`src/hdl/qpd_pkg.sv`:
```
// quoted-printable decoder package: run store sizing, escape phase codes,
// character constants and the command/status bundles between controller and datapath
// no dependencies
package qpd_pkg;

    // pending whitespace run store
    localparam int SPACE_RUN_DEPTH = 32;
    localparam int RUN_AW          = $clog2(SPACE_RUN_DEPTH);
    localparam int CNT_W           = $clog2(SPACE_RUN_DEPTH + 1);

    // escape phase codes
    localparam logic [1:0] PH_NONE = 2'd0;
    localparam logic [1:0] PH_ONE  = 2'd1;
    localparam logic [1:0] PH_TWO  = 2'd2;

    // characters
    localparam logic [7:0] CH_EQ  = 8'h3D;
    localparam logic [7:0] CH_CR  = 8'h0D;
    localparam logic [7:0] CH_LF  = 8'h0A;
    localparam logic [7:0] CH_NUL = 8'h00;
    localparam logic [7:0] CH_SP  = 8'h20;
    localparam logic [7:0] CH_HT  = 8'h09;

    // controller to datapath
    typedef struct packed {
        logic latch;       // capture the accepted input
        logic push;        // hold a whitespace byte or flag overflow
        logic rd_start;    // start releasing the held run at entry zero
        logic rd_next;     // step to the next held entry
        logic feed;        // pass one byte through the escape logic
        logic feed_run;    // feed byte comes from the run store
        logic clr_count;   // empty the held run
        logic emit_eq;     // emit a literal '='
        logic emit_first;  // emit the stored escape character, close escape
        logic esc_drop;    // close a lone '=' (soft break)
        logic emit_cr;
        logic emit_lf;
        logic emit_nul;
        logic clr_line;    // clear per-line state
        logic flush;       // send the held result out as the item's last
    } t_cmd;

    // datapath to controller
    typedef struct packed {
        logic       term;       // captured byte is LF or NUL
        logic       blank;      // captured byte is whitespace
        logic       last;       // captured byte ends the input
        logic       count_zero; // no whitespace held
        logic       rd_last;    // current run entry is the final one
        logic [1:0] phase;      // escape phase
        logic       hold_vld;   // a result waits in the hold stage
        logic       can_emit;   // a new result can be taken this cycle
    } t_sts;

endpackage

```
`src/hdl/quoted_printable_decoder.sv`:
```
// quoted-printable decoder top level: stream ports, controller and datapath
// depends on qpd_pkg, qpd_ctrl and qpd_datapath
//
// Takes one encoded byte per input transfer, one item at a time, and gives the decoded
// bytes with inserted CR LF and a final NUL; tlast marks the last result of each item.
// Controller sequence: a whitespace byte is classified and held in the run store; any other
// content byte is classified and fed through the escape logic after each whitespace byte
// released from the run store (one store read and one escape step each), then the line end
// if it ends the input; a line terminator, or a whitespace byte that ends the input, goes to
// its line end. Stalls on the output side lengthen each emitting step; one result is held
// back per item so its last flag is known, and goes out when the item completes.
module quoted_printable_decoder (
    input  logic       i_clk,
    input  logic       i_rst_n,
    input  logic       i_s_axis_tvalid,
    output logic       o_s_axis_tready,
    input  logic [7:0] i_s_axis_tdata,  // [7:0] in_byte
    input  logic       i_s_axis_tlast,  // end_of_input
    output logic       o_m_axis_tvalid,
    input  logic       i_m_axis_tready,
    output logic [7:0] o_m_axis_tdata,  // [7:0] out_byte
    output logic       o_m_axis_tlast,  // last_result
    output logic [0:0] o_m_axis_tuser   // [0] space_dropped
);
    import qpd_pkg::*;

    t_cmd cmd;
    t_sts sts;

    // sequencing
    qpd_ctrl u_ctrl (
        .i_clk      (i_clk),
        .i_rst_n    (i_rst_n),
        .i_s_tvalid (i_s_axis_tvalid),
        .o_s_tready (o_s_axis_tready),
        .i_sts      (sts),
        .o_cmd      (cmd)
    );

    // storage, escape logic and output stages
    qpd_datapath u_datapath (
        .i_clk      (i_clk),
        .i_rst_n    (i_rst_n),
        .i_cmd      (cmd),
        .i_in_byte  (i_s_axis_tdata),
        .i_in_last  (i_s_axis_tlast),
        .i_m_tready (i_m_axis_tready),
        .o_sts      (sts),
        .o_m_tvalid (o_m_axis_tvalid),
        .o_m_byte   (o_m_axis_tdata),
        .o_m_last   (o_m_axis_tlast),
        .o_m_drop   (o_m_axis_tuser[0])
    );

endmodule

```
`src/hdl/qpd_ctrl.sv`:
```
// quoted-printable decoder controller: sequences classification, run release,
// escape feed, line end and result flush; uses qpd_pkg
module qpd_ctrl (
    input  logic          i_clk,
    input  logic          i_rst_n,
    input  logic          i_s_tvalid,
    output logic          o_s_tready,
    input  qpd_pkg::t_sts i_sts,
    output qpd_pkg::t_cmd o_cmd
);
    import qpd_pkg::*;

    localparam logic [3:0] S_IDLE  = 4'd0;
    localparam logic [3:0] S_CLASS = 4'd1;
    localparam logic [3:0] S_RREAD = 4'd2;
    localparam logic [3:0] S_RFEED = 4'd3;
    localparam logic [3:0] S_FEEDC = 4'd4;
    localparam logic [3:0] S_EQ    = 4'd5;
    localparam logic [3:0] S_CH    = 4'd6;
    localparam logic [3:0] S_CR    = 4'd7;
    localparam logic [3:0] S_LF    = 4'd8;
    localparam logic [3:0] S_NUL   = 4'd9;
    localparam logic [3:0] S_DONE  = 4'd10;

    logic [3:0] r_state;
    logic [3:0] n_state;

    // next state and commands
    always_comb begin
        n_state    = r_state;
        o_cmd      = '0;
        o_s_tready = 1'b0;
        unique case (r_state)
            S_IDLE: begin
                o_s_tready = 1'b1;
                if (i_s_tvalid) begin
                    o_cmd.latch = 1'b1;
                    n_state     = S_CLASS;
                end
            end
            S_CLASS: begin
                if (i_sts.term) begin
                    n_state = S_EQ;
                end else if (i_sts.blank) begin
                    o_cmd.push = 1'b1;
                    n_state    = i_sts.last ? S_EQ : S_IDLE;
                end else if (i_sts.count_zero) begin
                    n_state = S_FEEDC;
                end else begin
                    o_cmd.rd_start = 1'b1;
                    n_state        = S_RREAD;
                end
            end
            S_RREAD: begin
                n_state = S_RFEED;
            end
            S_RFEED: begin
                if (i_sts.can_emit) begin
                    o_cmd.feed     = 1'b1;
                    o_cmd.feed_run = 1'b1;
                    o_cmd.rd_next  = 1'b1;
                    n_state        = i_sts.rd_last ? S_FEEDC : S_RREAD;
                end
            end
            S_FEEDC: begin
                if (i_sts.can_emit) begin
                    o_cmd.feed      = 1'b1;
                    o_cmd.clr_count = 1'b1;
                    n_state         = i_sts.last ? S_EQ : S_DONE;
                end
            end
            S_EQ: begin
                if (i_sts.can_emit) begin
                    o_cmd.clr_count = 1'b1;
                    if (i_sts.phase == PH_TWO) begin
                        o_cmd.emit_eq = 1'b1;
                        n_state       = S_CH;
                    end else if (i_sts.phase == PH_ONE) begin
                        o_cmd.esc_drop = 1'b1;
                        n_state        = S_NUL;
                    end else begin
                        o_cmd.emit_cr = 1'b1;
                        n_state       = S_LF;
                    end
                end
            end
            S_CH: begin
                if (i_sts.can_emit) begin
                    o_cmd.emit_first = 1'b1;
                    n_state          = S_CR;
                end
            end
            S_CR: begin
                if (i_sts.can_emit) begin
                    o_cmd.emit_cr = 1'b1;
                    n_state       = S_LF;
                end
            end
            S_LF: begin
                if (i_sts.can_emit) begin
                    o_cmd.emit_lf = 1'b1;
                    n_state       = S_NUL;
                end
            end
            S_NUL: begin
                if (i_sts.can_emit) begin
                    o_cmd.emit_nul = i_sts.last;
                    o_cmd.clr_line = 1'b1;
                    n_state        = S_DONE;
                end
            end
            S_DONE: begin
                if (!i_sts.hold_vld) begin
                    n_state = S_IDLE;
                end else if (i_sts.can_emit) begin
                    o_cmd.flush = 1'b1;
                    n_state     = S_IDLE;
                end
            end
            default: begin
                n_state = S_IDLE;
            end
        endcase
    end

    // state register
    always_ff @(posedge i_clk) begin
        if (!i_rst_n) begin
            r_state <= S_IDLE;
        end else begin
            r_state <= n_state;
        end
    end

    // a transfer in is always followed by classification
    a_accept_class: assert property (@(posedge i_clk) disable iff (!i_rst_n)
        (i_s_tvalid && o_s_tready) |=> (r_state == S_CLASS))
        else $error("accepted byte not classified");

    // nothing new is taken while a result of the last item still waits in the hold stage
    a_idle_hold_empty: assert property (@(posedge i_clk) disable iff (!i_rst_n)
        (r_state == S_IDLE) |-> !i_sts.hold_vld)
        else $error("hold stage busy in idle");

    // run release only starts with whitespace held
    a_release_nonempty: assert property (@(posedge i_clk) disable iff (!i_rst_n)
        o_cmd.rd_start |-> !i_sts.count_zero)
        else $error("release of an empty run");

endmodule

```
`src/hdl/qpd_datapath.sv`:
```
// quoted-printable decoder datapath: input capture, whitespace run store,
// escape logic, hold stage and output register; uses qpd_pkg
module qpd_datapath (
    input  logic          i_clk,
    input  logic          i_rst_n,
    input  qpd_pkg::t_cmd i_cmd,
    input  logic [7:0]    i_in_byte,
    input  logic          i_in_last,
    input  logic          i_m_tready,
    output qpd_pkg::t_sts o_sts,
    output logic          o_m_tvalid,
    output logic [7:0]    o_m_byte,
    output logic          o_m_last,
    output logic          o_m_drop
);
    import qpd_pkg::*;

    // hex digit value, bit 4 set when the character is a hex digit
    function automatic logic [4:0] hex_digit(input logic [7:0] c);
        logic [4:0] v;
        v = '0;
        if (c >= 8'h30 && c <= 8'h39) begin
            v = {1'b1, c[3:0]};
        end else if ((c >= 8'h61 && c <= 8'h66) || (c >= 8'h41 && c <= 8'h46)) begin
            v = {1'b1, c[3:0] + 4'd9};
        end
        return v;
    endfunction

    logic [7:0]       r_c;
    logic             r_last;
    logic [7:0]       r_run [SPACE_RUN_DEPTH];
    logic [7:0]       r_rdata;
    logic [CNT_W-1:0] r_count;
    logic [CNT_W-1:0] r_rd_idx;
    logic             r_ovf;
    logic [1:0]       r_phase;
    logic [7:0]       r_first;
    logic             r_hold_vld;
    logic [7:0]       r_hold_byte;
    logic             r_hold_drop;
    logic             r_out_vld;
    logic [7:0]       r_out_byte;
    logic             r_out_last;
    logic             r_out_drop;

    logic [7:0] feed_b;
    logic [4:0] h1;
    logic [4:0] h2;
    logic [7:0] hexv;
    logic       n_emit;
    logic [7:0] n_emit_byte;
    logic [1:0] n_phase;
    logic [7:0] n_first;
    logic       load_out;

    // escape logic for one fed byte, and the line end emissions
    always_comb begin
        feed_b      = i_cmd.feed_run ? r_rdata : r_c;
        h1          = hex_digit(r_first);
        h2          = hex_digit(feed_b);
        hexv        = '0;
        if (h1[4]) begin
            hexv = h2[4] ? {h1[3:0], h2[3:0]} : {4'd0, h1[3:0]};
        end
        n_emit      = 1'b0;
        n_emit_byte = feed_b;
        n_phase     = r_phase;
        n_first     = r_first;
        if (i_cmd.feed) begin
            case (r_phase)
                PH_ONE: begin
                    n_first = feed_b;
                    n_phase = PH_TWO;
                end
                PH_TWO: begin
                    n_emit      = 1'b1;
                    n_emit_byte = hexv;
                    n_phase     = PH_NONE;
                end
                default: begin
                    if (feed_b == CH_EQ) begin
                        n_phase = PH_ONE;
                    end else begin
                        n_emit = 1'b1;
                    end
                end
            endcase
        end else if (i_cmd.emit_eq) begin
            n_emit      = 1'b1;
            n_emit_byte = CH_EQ;
        end else if (i_cmd.emit_first) begin
            n_emit      = 1'b1;
            n_emit_byte = r_first;
            n_phase     = PH_NONE;
        end else if (i_cmd.esc_drop) begin
            n_phase = PH_NONE;
        end else if (i_cmd.emit_cr) begin
            n_emit      = 1'b1;
            n_emit_byte = CH_CR;
        end else if (i_cmd.emit_lf) begin
            n_emit      = 1'b1;
            n_emit_byte = CH_LF;
        end else if (i_cmd.emit_nul) begin
            n_emit      = 1'b1;
            n_emit_byte = CH_NUL;
        end
        if (i_cmd.clr_line) begin
            n_first = '0;
        end
        load_out = (n_emit && r_hold_vld) || i_cmd.flush;
    end

    // input capture
    always_ff @(posedge i_clk) begin
        if (i_cmd.latch) begin
            r_c    <= i_in_byte;
            r_last <= i_in_last;
        end
    end

    // whitespace run store, registered read
    always_ff @(posedge i_clk) begin
        if (i_cmd.push && (r_count < CNT_W'(SPACE_RUN_DEPTH))) begin
            r_run[r_count[RUN_AW-1:0]] <= r_c;
        end
        r_rdata <= r_run[r_rd_idx[RUN_AW-1:0]];
    end

    // run count, release index, overflow flag and escape state
    always_ff @(posedge i_clk) begin
        if (!i_rst_n) begin
            r_count  <= '0;
            r_rd_idx <= '0;
            r_ovf    <= 1'b0;
            r_phase  <= PH_NONE;
            r_first  <= '0;
        end else begin
            if (i_cmd.clr_count) begin
                r_count <= '0;
            end else if (i_cmd.push && (r_count < CNT_W'(SPACE_RUN_DEPTH))) begin
                r_count <= r_count + 1'b1;
            end
            if (i_cmd.rd_start) begin
                r_rd_idx <= '0;
            end else if (i_cmd.rd_next) begin
                r_rd_idx <= r_rd_idx + 1'b1;
            end
            if (i_cmd.clr_line) begin
                r_ovf <= 1'b0;
            end else if (i_cmd.push && (r_count >= CNT_W'(SPACE_RUN_DEPTH))) begin
                r_ovf <= 1'b1;
            end
            r_phase <= n_phase;
            r_first <= n_first;
        end
    end

    // hold stage: a result waits here until the next one shows it was not the last
    always_ff @(posedge i_clk) begin
        if (!i_rst_n) begin
            r_hold_vld <= 1'b0;
        end else if (n_emit) begin
            r_hold_vld <= 1'b1;
        end else if (i_cmd.flush) begin
            r_hold_vld <= 1'b0;
        end
        if (n_emit) begin
            r_hold_byte <= n_emit_byte;
            r_hold_drop <= r_ovf;
        end
    end

    // output register
    always_ff @(posedge i_clk) begin
        if (!i_rst_n) begin
            r_out_vld <= 1'b0;
        end else if (load_out) begin
            r_out_vld <= 1'b1;
        end else if (i_m_tready) begin
            r_out_vld <= 1'b0;
        end
        if (load_out) begin
            r_out_byte <= r_hold_byte;
            r_out_drop <= r_hold_drop;
            r_out_last <= i_cmd.flush;
        end
    end

    // status to the controller
    always_comb begin
        o_sts.term       = (r_c == CH_LF) || (r_c == CH_NUL);
        o_sts.blank      = (r_c == CH_SP) || ((r_c >= CH_HT) && (r_c <= CH_CR));
        o_sts.last       = r_last;
        o_sts.count_zero = (r_count == '0);
        o_sts.rd_last    = ((r_rd_idx + 1'b1) == r_count);
        o_sts.phase      = r_phase;
        o_sts.hold_vld   = r_hold_vld;
        o_sts.can_emit   = !r_hold_vld || !r_out_vld || i_m_tready;
    end

    assign o_m_tvalid = r_out_vld;
    assign o_m_byte   = r_out_byte;
    assign o_m_last   = r_out_last;
    assign o_m_drop   = r_out_drop;

    // run count stays within the store
    a_count_range: assert property (@(posedge i_clk) disable iff (!i_rst_n)
        r_count <= CNT_W'(SPACE_RUN_DEPTH))
        else $error("run count beyond store depth");

    // moving the hold stage out never overwrites an untaken result
    a_no_overwrite: assert property (@(posedge i_clk) disable iff (!i_rst_n)
        load_out |-> (!r_out_vld || i_m_tready))
        else $error("output result overwritten");

    // a flush empties the hold stage and marks the result as last
    a_flush_last: assert property (@(posedge i_clk) disable iff (!i_rst_n)
        i_cmd.flush |=> (!r_hold_vld && r_out_vld && r_out_last))
        else $error("flush did not deliver a last result");

endmodule

```
`config.mk`:
```
export PLATFORM = sky130hd
export DESIGN_NAME = quoted_printable_decoder
export DESIGN_NICKNAME = d
export VERILOG_FILES = /design/src/hdl/qpd_pkg.sv /design/src/hdl/quoted_printable_decoder.sv /design/src/hdl/qpd_ctrl.sv /design/src/hdl/qpd_datapath.sv
export SDC_FILE = /design/constraint.sdc
export NUM_CORES = 1
export LEC_CHECK = 0
export BUFFER_PORTS_ARGS = -buffer_cell sky130_fd_sc_hd__buf_2
export CAP_MARGIN = 10
export CELL_PAD_IN_SITES_DETAIL_PLACEMENT = 1
export CELL_PAD_IN_SITES_GLOBAL_PLACEMENT = 1
export CORE_AREA = 2 2 164 166
export CTS_CLUSTER_SIZE = 40
export DETAILED_ROUTE_END_ITERATION = 12
export DIE_AREA = 0 0 166 168
export GPL_TIMING_DRIVEN = 0
export HOLD_SLACK_MARGIN = 0.1
export PLACE_DENSITY = 0.89
export SLEW_MARGIN = 5
export SYNTH_ARGS = -nofsm -noshare
export SYNTH_HDL_FRONTEND = slang
export SYNTH_SLANG_ARGS = --single-unit
```
`constraint.sdc`:
```
create_clock -name i_clk -period 4.5 [get_ports i_clk]
set_input_delay 0.45 -clock i_clk [delete_from_list [all_inputs] [get_ports i_clk]]
set_output_delay 0.45 -clock i_clk [all_outputs]
set_load 0.05 [all_outputs]
```
# Yosys cells after proc, flatten, opt, wreduce, memory -nomap -nowiden
# Memories as Yosys holds them, arrays and structs flattened. A register that Yosys moved wholly into a read port is not among the register bits.
# Index checks and enable logic that the tools add are counted.
# op_classes
addsub	4
n_mul	0
n_div	0
magnitude_cmp	16
eq_ne	27
shift	0
mux	84
n_bitwise	1
reduce_logical	31
# ops
op	n
8-bit 2-to-1 mux	11
4-bit 2-to-1 mux	14
4-bit case mux with 11 select lines	1
1-bit 2-to-1 mux	33
8-bit by 7-bit >= comparator with 1-bit output (second input constant)	4
8-bit by 7-bit <= comparator with 1-bit output (second input constant)	4
2-bit 2-to-1 mux	12
5-bit 2-to-1 mux	4
4-bit by 3-bit equality test with 1-bit output (second input constant)	4
8-bit by 6-bit equality test with 1-bit output (second input constant)	2
8-bit by 6-bit >= comparator with 1-bit output (second input constant)	2
8-bit by 6-bit <= comparator with 1-bit output (second input constant)	2
2-bit inequality test (second input constant)	8
6-bit by 1-bit adder with 6-bit output (second input constant)	2
4-bit equality test (second input constant)	3
3-bit 2-to-1 mux	4
1-bit logical AND	10
9-bit AND reduction	1
4-bit adder (second input constant)	2
4-bit by 2-bit equality test with 1-bit output (second input constant)	2
8-bit by 4-bit equality test with 1-bit output (second input constant)	1
8-bit by 4-bit >= comparator with 1-bit output (second input constant)	1
8-bit by 4-bit <= comparator with 1-bit output (second input constant)	1
8-bit logical NOT	1
21 further kinds	34
# word_totals
ff_bits	57
latchBits	0
mem_bits_rw	256
mem_bits_ro	0
input_bits	13
elab_cells	179
memories	1
# memory_table
name	words	width	rd	rd_clocked_by_memory_dff	write_ports	line_no	text
u_datapath.r_run	32	8	1	1	1	qpd_datapath.sv:32	logic [7:0] r_run [SPACE_RUN_DEPTH];

# Logic depth before layout (Yosys ltp)
# Gate-level depths: netlist (run 1).
# depth
depth_word	15
depth_mapped	13

# Cells and area by module
# From an unflattened synthesis (run 1), not the netlist that was laid out.
# unflattened
hier_cells	829
area_unflattened_um2	13703.1
# by_module_without_submodules
module	n_inst	cells_each	area_per_inst_um2
qpd_datapath	1	734	13078.8
qpd_ctrl	1	95	624.3

# Worst setup path after synthesis (run 1)
# Ideal clock, no wire load.
# synth_timing
kind	reg-to-reg
start	register u_datapath.r_out_vld (netlist: u_datapath.o_m_tvalid)
end	register u_datapath.r_hold_byte[3] (data pin)
setup_time_ns	0.273
arrival_time_ns	3.095
required_ns	4.227
setup_slack_ns	1.131
path_stages_with_launch	12
n_path_buf	0
path_cell_list	dfxtp_1 -> nand3b_1 -> nand2_2 -> mux2i_1 -> inv_1 -> ha_1 -> o21bai_1 -> a221oi_1 -> a21oi_1 -> or4b_1 -> a2111oi_0 -> a211oi_1
# synth_between
elab_chain_cells	15
elab_cells_between_ends	40
# synth_lines
element	line_no	text
start, declared	qpd_datapath.sv:42	logic r_out_vld;
start signal, assigned	qpd_datapath.sv:177	r_out_vld <= 1'b0;
start signal, assigned	qpd_datapath.sv:179	r_out_vld <= 1'b1;
start signal, assigned	qpd_datapath.sv:181	r_out_vld <= 1'b0;
1-bit logical NOT *	qpd_datapath.sv:199	o_sts.can_emit = !r_hold_vld || !r_out_vld || i_m_tready;
1-bit logical OR * (2 in series)	qpd_datapath.sv:199	
3-bit 2-to-1 mux *	qpd_ctrl.sv:58	if (i_sts.can_emit) begin
1-bit 2-to-1 mux *	qpd_ctrl.sv:33	unique case (r_state)
8-bit 2-to-1 mux *	qpd_datapath.sv:59	feed_b = i_cmd.feed_run ? r_rdata : r_c;
named net u_datapath.feed_b[0]	qpd_datapath.sv:47	logic [7:0] feed_b;
8-bit by 7-bit >= comparator with 1-bit output or 8-bit by 7-bit <= comparator with 1-bit output (tied branches)	qpd_datapath.sv:24	end else if ((c >= 8'h61 && c <= 8'h66) || (c >= 8'h41 && c <= 8'h46)) begin
1-bit logical AND	qpd_datapath.sv:24	
1-bit logical OR	qpd_datapath.sv:24	
5-bit 2-to-1 mux	qpd_datapath.sv:24	
5-bit 2-to-1 mux *	qpd_datapath.sv:22	if (c >= 8'h30 && c <= 8'h39) begin
8-bit 2-to-1 mux *	qpd_datapath.sv:64	hexv = h2[4] ? {h1[3:0], h2[3:0]} : {4'd0, h1[3:0]};
8-bit 2-to-1 mux *	qpd_datapath.sv:63	if (h1[4]) begin
8-bit 2-to-1 mux *	qpd_datapath.sv:71	case (r_phase)
8-bit 2-to-1 mux *	qpd_datapath.sv:70	if (i_cmd.feed) begin
named net u_datapath.n_emit_byte[3]	qpd_datapath.sv:52	logic [7:0] n_emit_byte;
end signal, assigned	qpd_datapath.sv:169	r_hold_byte <= n_emit_byte;
end, declared	qpd_datapath.sv:40	logic [7:0] r_hold_byte;
# The timed path passes the listed nets; every way through them passes the cells marked *.
# A chain may end at the register's enable or synchronous reset.

# Worst setup path after layout (run 1)
# layout_timing
start	register u_datapath.r_c[0]
end	memory u_datapath.r_run[17][2], enable pin
# layout_between
elab_chain_cells	9
elab_cells_between_ends	14
# layout_lines
element	line_no	text
start, declared	qpd_datapath.sv:30	logic [7:0] r_c;
start signal, assigned	qpd_datapath.sv:117	r_c <= i_in_byte;
8-bit by 4-bit >= comparator with 1-bit output or 8-bit by 4-bit <= comparator with 1-bit output (tied branches)	qpd_datapath.sv:193	o_sts.blank = (r_c == CH_SP) || ((r_c >= CH_HT) && (r_c <= CH_CR));
1-bit logical AND	qpd_datapath.sv:193	
1-bit logical OR	qpd_datapath.sv:193	
1-bit 2-to-1 mux	qpd_ctrl.sv:44	end else if (i_sts.blank) begin
2-bit 2-to-1 mux *	qpd_ctrl.sv:42	if (i_sts.term) begin
2-bit 2-to-1 mux *	qpd_ctrl.sv:33	
1-bit logical AND *	qpd_datapath.sv:124	if (i_cmd.push && (r_count < CNT_W'(SPACE_RUN_DEPTH))) begin
1-bit 2-to-1 mux *	qpd_datapath.sv:124	
1-bit 2-to-1 mux (not written as such) *	qpd_datapath.sv:125	r_run[r_count[RUN_AW-1:0]] <= r_c;
end, declared	qpd_datapath.sv:32	
# Every way passes the cells marked *; elsewhere a longest branch is shown, timed or not.

==> out/metrics.yaml, run 1 <==
status: "finished clean"
drive_above_1_share_pct: 20.4
critPathLaunchType: "flip-flop"
root_buffer: "clkbuf_16"
power_density_nw_per_um2: 485
grt_max_degree: 41
postRouteAntennaNets: 0
die_w_um: 166
fill_cells: 2366
worstReg2RegStart: "u_datapath.r_c[0]$_DFFE_PP_"
synth-seq-cells: 321
drv_slew: 0
cts_tree: "done"
max_slew_margin_pct: 23.1
synth-edff-count: 284
dp.cells: 1228
nets: 965
antenna_cells: 0
post-dp-hpwl_mm: 23.8
drt_pass1_iterations: 5
min_period_over_period_pct: 89.5
gr-total-overflow: 0
final_cell_mix: "edfxtp_1 (284), mux4_2 (80), nor2_1 (75)"
fin_skew_ns: 0.0359
gr-usage-all-layers_pct: 26.6
areaGrowthSynthToFinish_pct: 13.8
synth_warnings: 0
row_count: 60
crit_path_end: "u_datapath.r_run[17][2]$_DFFE_PP_"
synth_nets: 891
cts.clk_slew.worst_paths_ns: 0.07
switchingPower_mw: 2.10
min_path_type: "in2reg"
die_h_um: 168
final_common_cell: "edfxtp_1"
grt_pass1_vias: 8964
worstMarginPinSlew_ns: 1.14
die-area_um2: 27900
whs_ns: 0.294
reg2reg_slack_ns: 0.47
total_power_mw: 7.64
grt_pass1_wl_mm: 55.7
io_pins: 25
vias: 8486
leakagePower_nw: 4.94
clk_latency_ns: 0.59
reg2regPathDepth: 7
synthArstFlopShare_pct: 0
syn_avg_cell_area_um2: 16.0
syn_inst: 862
initial_core_util_pct: 52.5
cp_max_fo: 21
whs_path_depth: 3
crit_required_ns: 4.68
vias_per_cell: 6.52
seq_area_frac_synth_pct: 67.0
yosysUniqueCellTypes: 67
endpoint_kind: "flip-flop"
cp.arrival_ns: 4.21
cts-htree-levels: 1
r2r-end: "u_datapath.r_run[17][2]$_DFFE_PP_"
clockPowerShare_pct: 35.2
layout.cells.non_filler: 1302
finalSetupViolations: 0
worstSetupStartpoint: "u_datapath.r_c[0]$_DFFE_PP_"
wl_per_cell_um: 28.6
synthFlopType: "edfxtp_1"
p_seq_share_pct: 48.5
drt_iter0_drc: 1004
p_int_mw: 5.54
drt-total-wl_mm: 37.3
sw_frac_of_total_pct: 27.4
drc: 0
clock-sinks: 321
rsz0062_at_grt: "no"
cts_resized: 0
post-route-min-period_ns: 4.03
cts_setup_buffers: 0
antenna_found_initial: 0
place.gp.congestion: 0.863
fin_util_pct: 59.7
cts_buffer_depth: 3
worstSetupPathType: "reg2reg"
combPwrFrac_pct: 16.3
port-buffer-count: 24
maxCapViolCount: 0
hold_viol: 0
fmaxAchievable_ghz: 0.248
tns_ns: 0
netlist_area_um2: 13800
fp.coreArea_um2: 26400
ir_drop_v: 0.000400
cts_buffers: 31
[flip-flops by register name (all words and copies together), names as in the netlist]
name / count
u_datapath.o_m_byte: 8
u_datapath.o_m_drop: 1
u_datapath.r_hold_byte: 8
u_datapath.r_run: 256
u_datapath.r_first: 8
u_datapath.r_rdata: 8
u_datapath.o_m_tvalid: 1
u_ctrl.r_state: 4
u_datapath.r_rd_idx: 6
u_datapath.r_count: 6
u_datapath.o_m_last: 1
u_datapath.r_hold_drop: 1
u_datapath.r_last: 1
u_datapath.r_ovf: 1
u_datapath.r_c: 8
u_datapath.r_phase: 2
u_datapath.r_hold_vld: 1
[cell usage after synthesis (6+ instances only)]
cell	number	area, um^2
clkbuf_1	31	116
xnor2_1	12	105
nand3b_1	7	52.6
buf_2	9	45.0
mux4_2	80	1800
nor2_1	75	282
nand2_1	37	139
o22ai_1	6	37.5
mux2_2	9	101
or3_1	9	56.3
o211ai_1	6	45.0
nand2b_1	18	113
mux2i_1	8	80.1
a211oi_1	12	90.1
o21ai_0	34	170
nor3_1	8	40.0
ha_1	16	200
nand3_1	11	55.1
a21oi_1	34	170
edfxtp_1	284	8530
a31oi_1	8	50.1
inv_1	19	71.3
dfxtp_1	37	741
[area by class of cell]
| cell class | count | area, um^2 | area share (%) |
|---|---|---|---|
| Buffer | 47 | 200 | 1.27 |
| Sequential cell | 321 | 9270 | 58.9 |
| Timing Repair Buffer | 41 | 430 | 2.73 |
| Inverter | 19 | 71.3 | 0.453 |
| Clock buffer | 42 | 857 | 5.44 |
| Multi-Input combinational cell | 475 | 4300 | 27.3 |
| Clock inverter | 16 | 191 | 1.22 |
| Tap cell | 341 | 427 | 2.71 |
[per-layer routing]
metal	vias to the layer above	part of all wire, %	wire length (um)	track usage (%)
li1	3568	-	-	-
met1	4336	37	13800	32.6
met2	447	51	19100	47.4
met3	135	7.2	2700	3.71
met4	0	4.5	1690	11.3
met5	-	0	0	0
[kinds of logic after synthesis]
family,synth area share (%)
flip-flops,67.0
buffers and inverters,1.96
XOR/XNOR,1.01
multiplexers,14.3
AO/OA/AOI/OAI,6.24
AND/OR/NAND/NOR,7.98
adder cells (fa/ha/maj),1.45
[worst min path at each step]
stage / slack, ns / endpoint / start
floorplan: 0.40 / u_datapath.o_m_byte[0]$_DFFE_PP_ / u_datapath.r_hold_byte[0]$_DFFE_PP_
global placement: 0.40 / u_datapath.o_m_byte[2]$_DFFE_PP_ / u_datapath.r_hold_byte[2]$_DFFE_PP_
detailed placement: 0.41 / u_datapath.o_m_byte[6]$_DFFE_PP_ / u_datapath.r_hold_byte[6]$_DFFE_PP_
CTS: 0.27 / u_ctrl.r_state[2]$_SDFFE_PN0P_ / i_rst_n
global route: 0.35 / u_ctrl.r_state[2]$_SDFFE_PN0P_ / i_rst_n
finish: 0.29 / u_ctrl.r_state[0]$_SDFFE_PN0P_ / i_rst_n
[power by group through the flow]
| stage | sequential, mW | combinational (mW) | clock [mW] |
|---|---|---|---|
| floorplan | 3.80 | 0.656 | 0 |
| global placement | 3.86 | 0.919 | 0 |
| detailed placement | 3.89 | 0.987 | 0 |
| CTS | 3.82 | 1.01 | 2.69 |
| global route | 3.72 | 1.34 | 2.81 |
| finish | 3.70 | 1.25 | 2.69 |
[what timing repair did]
| item | 4_1_cts | 5_1_grt |
|---|---|---|
| setup endpoints to repair | 0 | 0 |
| endpoints found under the hold margin | 9 | 0 |
| hold buffers | 9 | 0 |
[per-stage QoR]
stage               instance area [um^2]  setup WS (ns)
finish                             15700          0.473
CTS                                15500          0.173
detailed placement                 14400          0.164
global route                       15700          0.265
floorplan                          13800           1.13
global placement                   14400          0.556
[worst max-delay path, cell delays in order, from the launching register on]
cell,delay (ns)
edfxtp_1,0.65
buf_16,0.27
buf_6,0.15
or4b_4,0.49
or2_4,0.26
a211oi_4,0.42
nand2_1,0.46
nor2_1,0.90
(Power assumes the default switching activity.)
==> run 2: changes to the inputs <==
--- a/config.mk
+++ b/config.mk
@@ -9,14 +9,15 @@
 export CAP_MARGIN = 10
 export CELL_PAD_IN_SITES_DETAIL_PLACEMENT = 1
 export CELL_PAD_IN_SITES_GLOBAL_PLACEMENT = 1
-export CORE_AREA = 2 2 164 166
+export CORE_AREA = 2 2 163 165
 export CTS_CLUSTER_SIZE = 40
 export DETAILED_ROUTE_END_ITERATION = 12
-export DIE_AREA = 0 0 166 168
+export DIE_AREA = 0 0 165 167
 export GPL_TIMING_DRIVEN = 0
 export HOLD_SLACK_MARGIN = 0.1
 export PLACE_DENSITY = 0.89
 export SLEW_MARGIN = 5
 export SYNTH_ARGS = -nofsm -noshare
 export SYNTH_HDL_FRONTEND = slang
+export SYNTH_HIERARCHICAL = 1
 export SYNTH_SLANG_ARGS = --single-unit
==> run 2 against run 1 <==
  * Critical path type unchanged
  * The flow now finishes with violations (setup timing)
  * Core utilization up 2.3 points
  * Worst hold slack lost 0.084 ns
  * Synthesized cell count down 3.8%
  * Sequential cell count did not move
  * Clock power is 7.8% higher
  * Worst setup slack got worse by 0.68 ns
  * Sequential share of layout area decreased by 0.86 points
  * Maximum frequency fell by 14%
  * Register-to-register slack worse by 0.68 ns
==> out/metrics.yaml, run 2 <==
setup_ws_ns: -0.204  # was 0.473 ns
min_path_type: "in2reg"  # unchanged
worstSetupPathType: "reg2reg"  # unchanged
ys_top_cells_by_area: "edfxtp_1 (62%), mux4_2 (13%), dfxtp_1 (5.4%), nor2_1 (2.4%), ha_1 (1.4%)"  # was edfxtp_1 (62%), mux4_2 (13%), dfxtp_1 (5.4%), nor2_1 (2.0%), ha_1 (1.4%)
fp.coreArea_um2: 25800  # was 26400 um^2
drt_pass1_iterations: 6  # was 5
die_h_um: 167  # was 168 um
root_buffer: "clkbuf_16"  # unchanged
seq_area_frac_synth_pct: 67.6  # was 67.0%
synth_nets: 857  # was 891
synth-edff-count: 284  # unchanged
syn_inst: 829  # was 862
final_common_cell: "edfxtp_1"  # unchanged
worst_path_most_repeated_cell: "a21oi_1"
cts_buffer_depth: 3  # unchanged
drt-total-wl_mm: 47.0  # was 37.3 mm
whs_ns: 0.210  # was 0.294 ns
hold_viol: 0  # unchanged
synth_common_cells: "edfxtp_1 (284), nor2_1 (89), mux4_2 (80)"  # was edfxtp_1 (284), mux4_2 (80), nor2_1 (75)
p_seq_share_pct: 48.9  # was 48.5%
p_int_mw: 5.30  # was 5.54 mW
cpPeakStageDelay_ns: 0.84  # was 0.90 ns
gr-usage-all-layers_pct: 32.2  # was 26.6%
critPathLaunchType: "flip-flop"  # unchanged
vias_per_cell: 7.16  # was 6.52
cts.clk_slew.worst_paths_ns: 0.07  # about the same
nets: 940  # was 965
port-buffer-count: 24  # unchanged
drive_above_1_share_pct: 28.3  # was 20.4%
io_pins: 25  # unchanged
crit_chain: "or4b_2 -> a21oi_1 -> a21oi_1 -> nor4_4 -> nor3b_2 -> nor2b_1 -> clkbuf_2 -> nand2_2 -> nor2_4"  # was buf_16 -> buf_6 -> or4b_4 -> or2_4 -> a211oi_4 -> nand2_1 -> nor2_1
status: "finished, violations left"  # was finished clean
drv_slew: 0  # unchanged
row_count: 59  # was 60
gr-total-overflow: 0  # unchanged
clk_latency_ns: 0.57  # was 0.59 ns
endpoint_kind: "flip-flop"  # unchanged
tns_ns: -18.26  # was 0 ns
post-dp-hpwl_mm: 22.1  # was 23.8 mm
netlist_area_um2: 13700  # was 13800 um^2
yosysUniqueCellTypes: 69  # was 67
clock-sinks: 321  # unchanged
finalSetupViolations: 149  # was 0
power_density_nw_per_um2: 448  # was 485 nW/um^2
cp_max_fo: 11  # was 21
synth_top_area_share_pct: 62.2  # was 61.7%
grt_pass1_vias: 9048  # was 8964
sw_frac_of_total_pct: 25.8  # was 27.4%
syn_avg_cell_area_um2: 16.5  # was 16.0 um^2
initial_core_util_pct: 53.2  # was 52.5%
wl_per_cell_um: 36.9  # was 28.6 um
vias: 9108  # was 8486
clockPowerShare_pct: 40.6  # was 35.2%
fin_skew_ns: 0.0231  # was 0.0359 ns
ir_drop_v: 0.000414  # was 0.000400 V
combPwrFrac_pct: 10.5  # was 16.3%
crit_family: "simple AND/OR/NAND/NOR gates"  # unchanged
grt_pass1_wl_mm: 63.3  # was 55.7 mm
final_cell_mix: "edfxtp_1 (284), mux4_2 (80), nor2_1 (57)"  # was edfxtp_1 (284), mux4_2 (80), nor2_1 (75)
yosysTopAreaCell: "edfxtp_1"  # unchanged
yosysMostFrequentCell: "edfxtp_1"  # unchanged
largest_reg_flops: 256  # unchanged
cts-htree-levels: 1  # unchanged
maxCapViolCount: 0  # unchanged
worstMarginPinSlew_ns: 1.11  # was 1.14 ns
post-route-min-period_ns: 4.70  # was 4.03 ns
total_power_mw: 7.15  # was 7.64 mW
synth-seq-cells: 321  # unchanged
antenna_found_initial: 5  # was 0
crit_slowest_cell: "or4b_2"  # was nor2_1
leakagePower_nw: 4.99  # was 4.94 nW
areaGrowthSynthToFinish_pct: 16.6  # was 13.8%
violations: "setup timing"
synthArstFlopShare_pct: 0  # unchanged
die-area_um2: 27600  # was 27900 um^2
max_slew_margin_pct: 25.9  # was 23.1%
min_period_over_period_pct: 105  # was 89.5%
crit_required_ns: 4.73  # was 4.68 ns
cts_buffers: 31  # unchanged
die_w_um: 165  # was 166 um
cp.arrival_ns: 4.93  # was 4.21 ns
grt_max_degree: 38  # was 41
synth_warnings: 6  # was 0
postRouteAntennaNets: 0  # unchanged
drt_iter0_drc: 1474  # was 1004
drc: 0  # unchanged
fmaxAchievable_ghz: 0.213  # was 0.248 GHz
synthFlopType: "edfxtp_1"  # unchanged
worst-path-buf-inv: 1  # was 2
switchingPower_mw: 1.85  # was 2.10 mW
cts_tree: "done"  # unchanged
place.gp.congestion: 0.861  # was 0.863
run 2: stage by stage:
stage / std cells / worst slack (ns) / area, um^2 / util, %
after floorplan: 829 / 0.711 / 13700 / -
after global placement: 1188 / -0.484 / 14200 / 55.3
after detailed placement: 1188 / -0.961 / 14200 / 55.3
after CTS: 1264 / -0.0881 / 15800 / 61.3
after global routing: 1271 / -0.0247 / 16000 / 62.0
final: 1272 / -0.204 / 16000 / 62.0
run 2: cell families (layout without fill, tap and decap cells):
kind of cell | Yosys count | count (layout) | share of synthesized area [%]
mux | 105 | 105 | 15.2
other cells | 0 | 1 | 0
flops | 321 | 321 | 67.6
compound gates | 86 | 86 | 4.35
buf+inv | 59 | 166 | 2.13
xor+xnor | 19 | 19 | 1.21
fa+ha+maj | 15 | 15 | 1.37
simple gates | 224 | 224 | 8.13
run 2: area by class of cell:
class	instances	area [um^2]
repair buffers	50	450
diodes	1	2.50
plain buffers	46	244
clock buffers	33	783
inverters	13	48.8
flip-flops and latches	321	9270
well taps	335	419
clock inverters	24	309
fillers	2200	9790
multi-input cells	449	4450
run 2: routing by layer:
layer | GRT usage [%] | wire length [um] | vias to the layer above
met4 | 15.2 | 2730 | 6
li1 | - | - | 3423
met2 | 52.4 | 22300 | 903
met5 | 0 | 39 | -
met1 | 41.9 | 16000 | 4572
met3 | 6.28 | 5900 | 204
run 2: what timing repair did:
action / CTS / global route
hold buffers: 9 / 0
resized for setup: 65 / 14
buffers inserted: 10 / 4
endpoints found under the setup margin: 269 / 274
endpoints found under the hold margin: 9 / 0
run 2: worst reg2reg max path: stages, from the launching register on:
cell,delay (ns)
edfxtp_1,0.78
or4b_2,0.85
a21oi_1,0.31
a21oi_1,0.19
nor4_4,0.35
nor3b_2,0.41
nor2b_1,0.23
clkbuf_2,0.35
nand2_2,0.42
nor2_4,0.47
run 2: power groups by stage:
stage / Sequential, mW / Combinational [mW] / Clock (mW)
floorplan: 3.56 / 0.322 / 0
global placement: 3.62 / 0.434 / 0
detailed placement: 3.64 / 0.450 / 0
CTS: 3.52 / 0.601 / 2.80
global route: 3.49 / 0.772 / 3.00
finish: 3.50 / 0.754 / 2.90
run 2: final timing paths:
path                                                          start                                  to  slack (ns)  cells past startpoint
worst min-delay path                                i_m_axis_tready  u_datapath/o_m_tvalid$_SDFFE_PN0P_        0.21                      3
worst max-delay path                    u_datapath/r_c[2]$_DFFE_PP_   u_datapath/r_run[22][2]$_DFFE_PP_       -0.20                      9
worst min register to register  u_datapath/r_hold_byte[4]$_DFFE_PP_    u_datapath/o_m_byte[4]$_DFFE_PP_        0.42                      0
worst max register to register          u_datapath/r_c[2]$_DFFE_PP_   u_datapath/r_run[22][2]$_DFFE_PP_       -0.20                      9
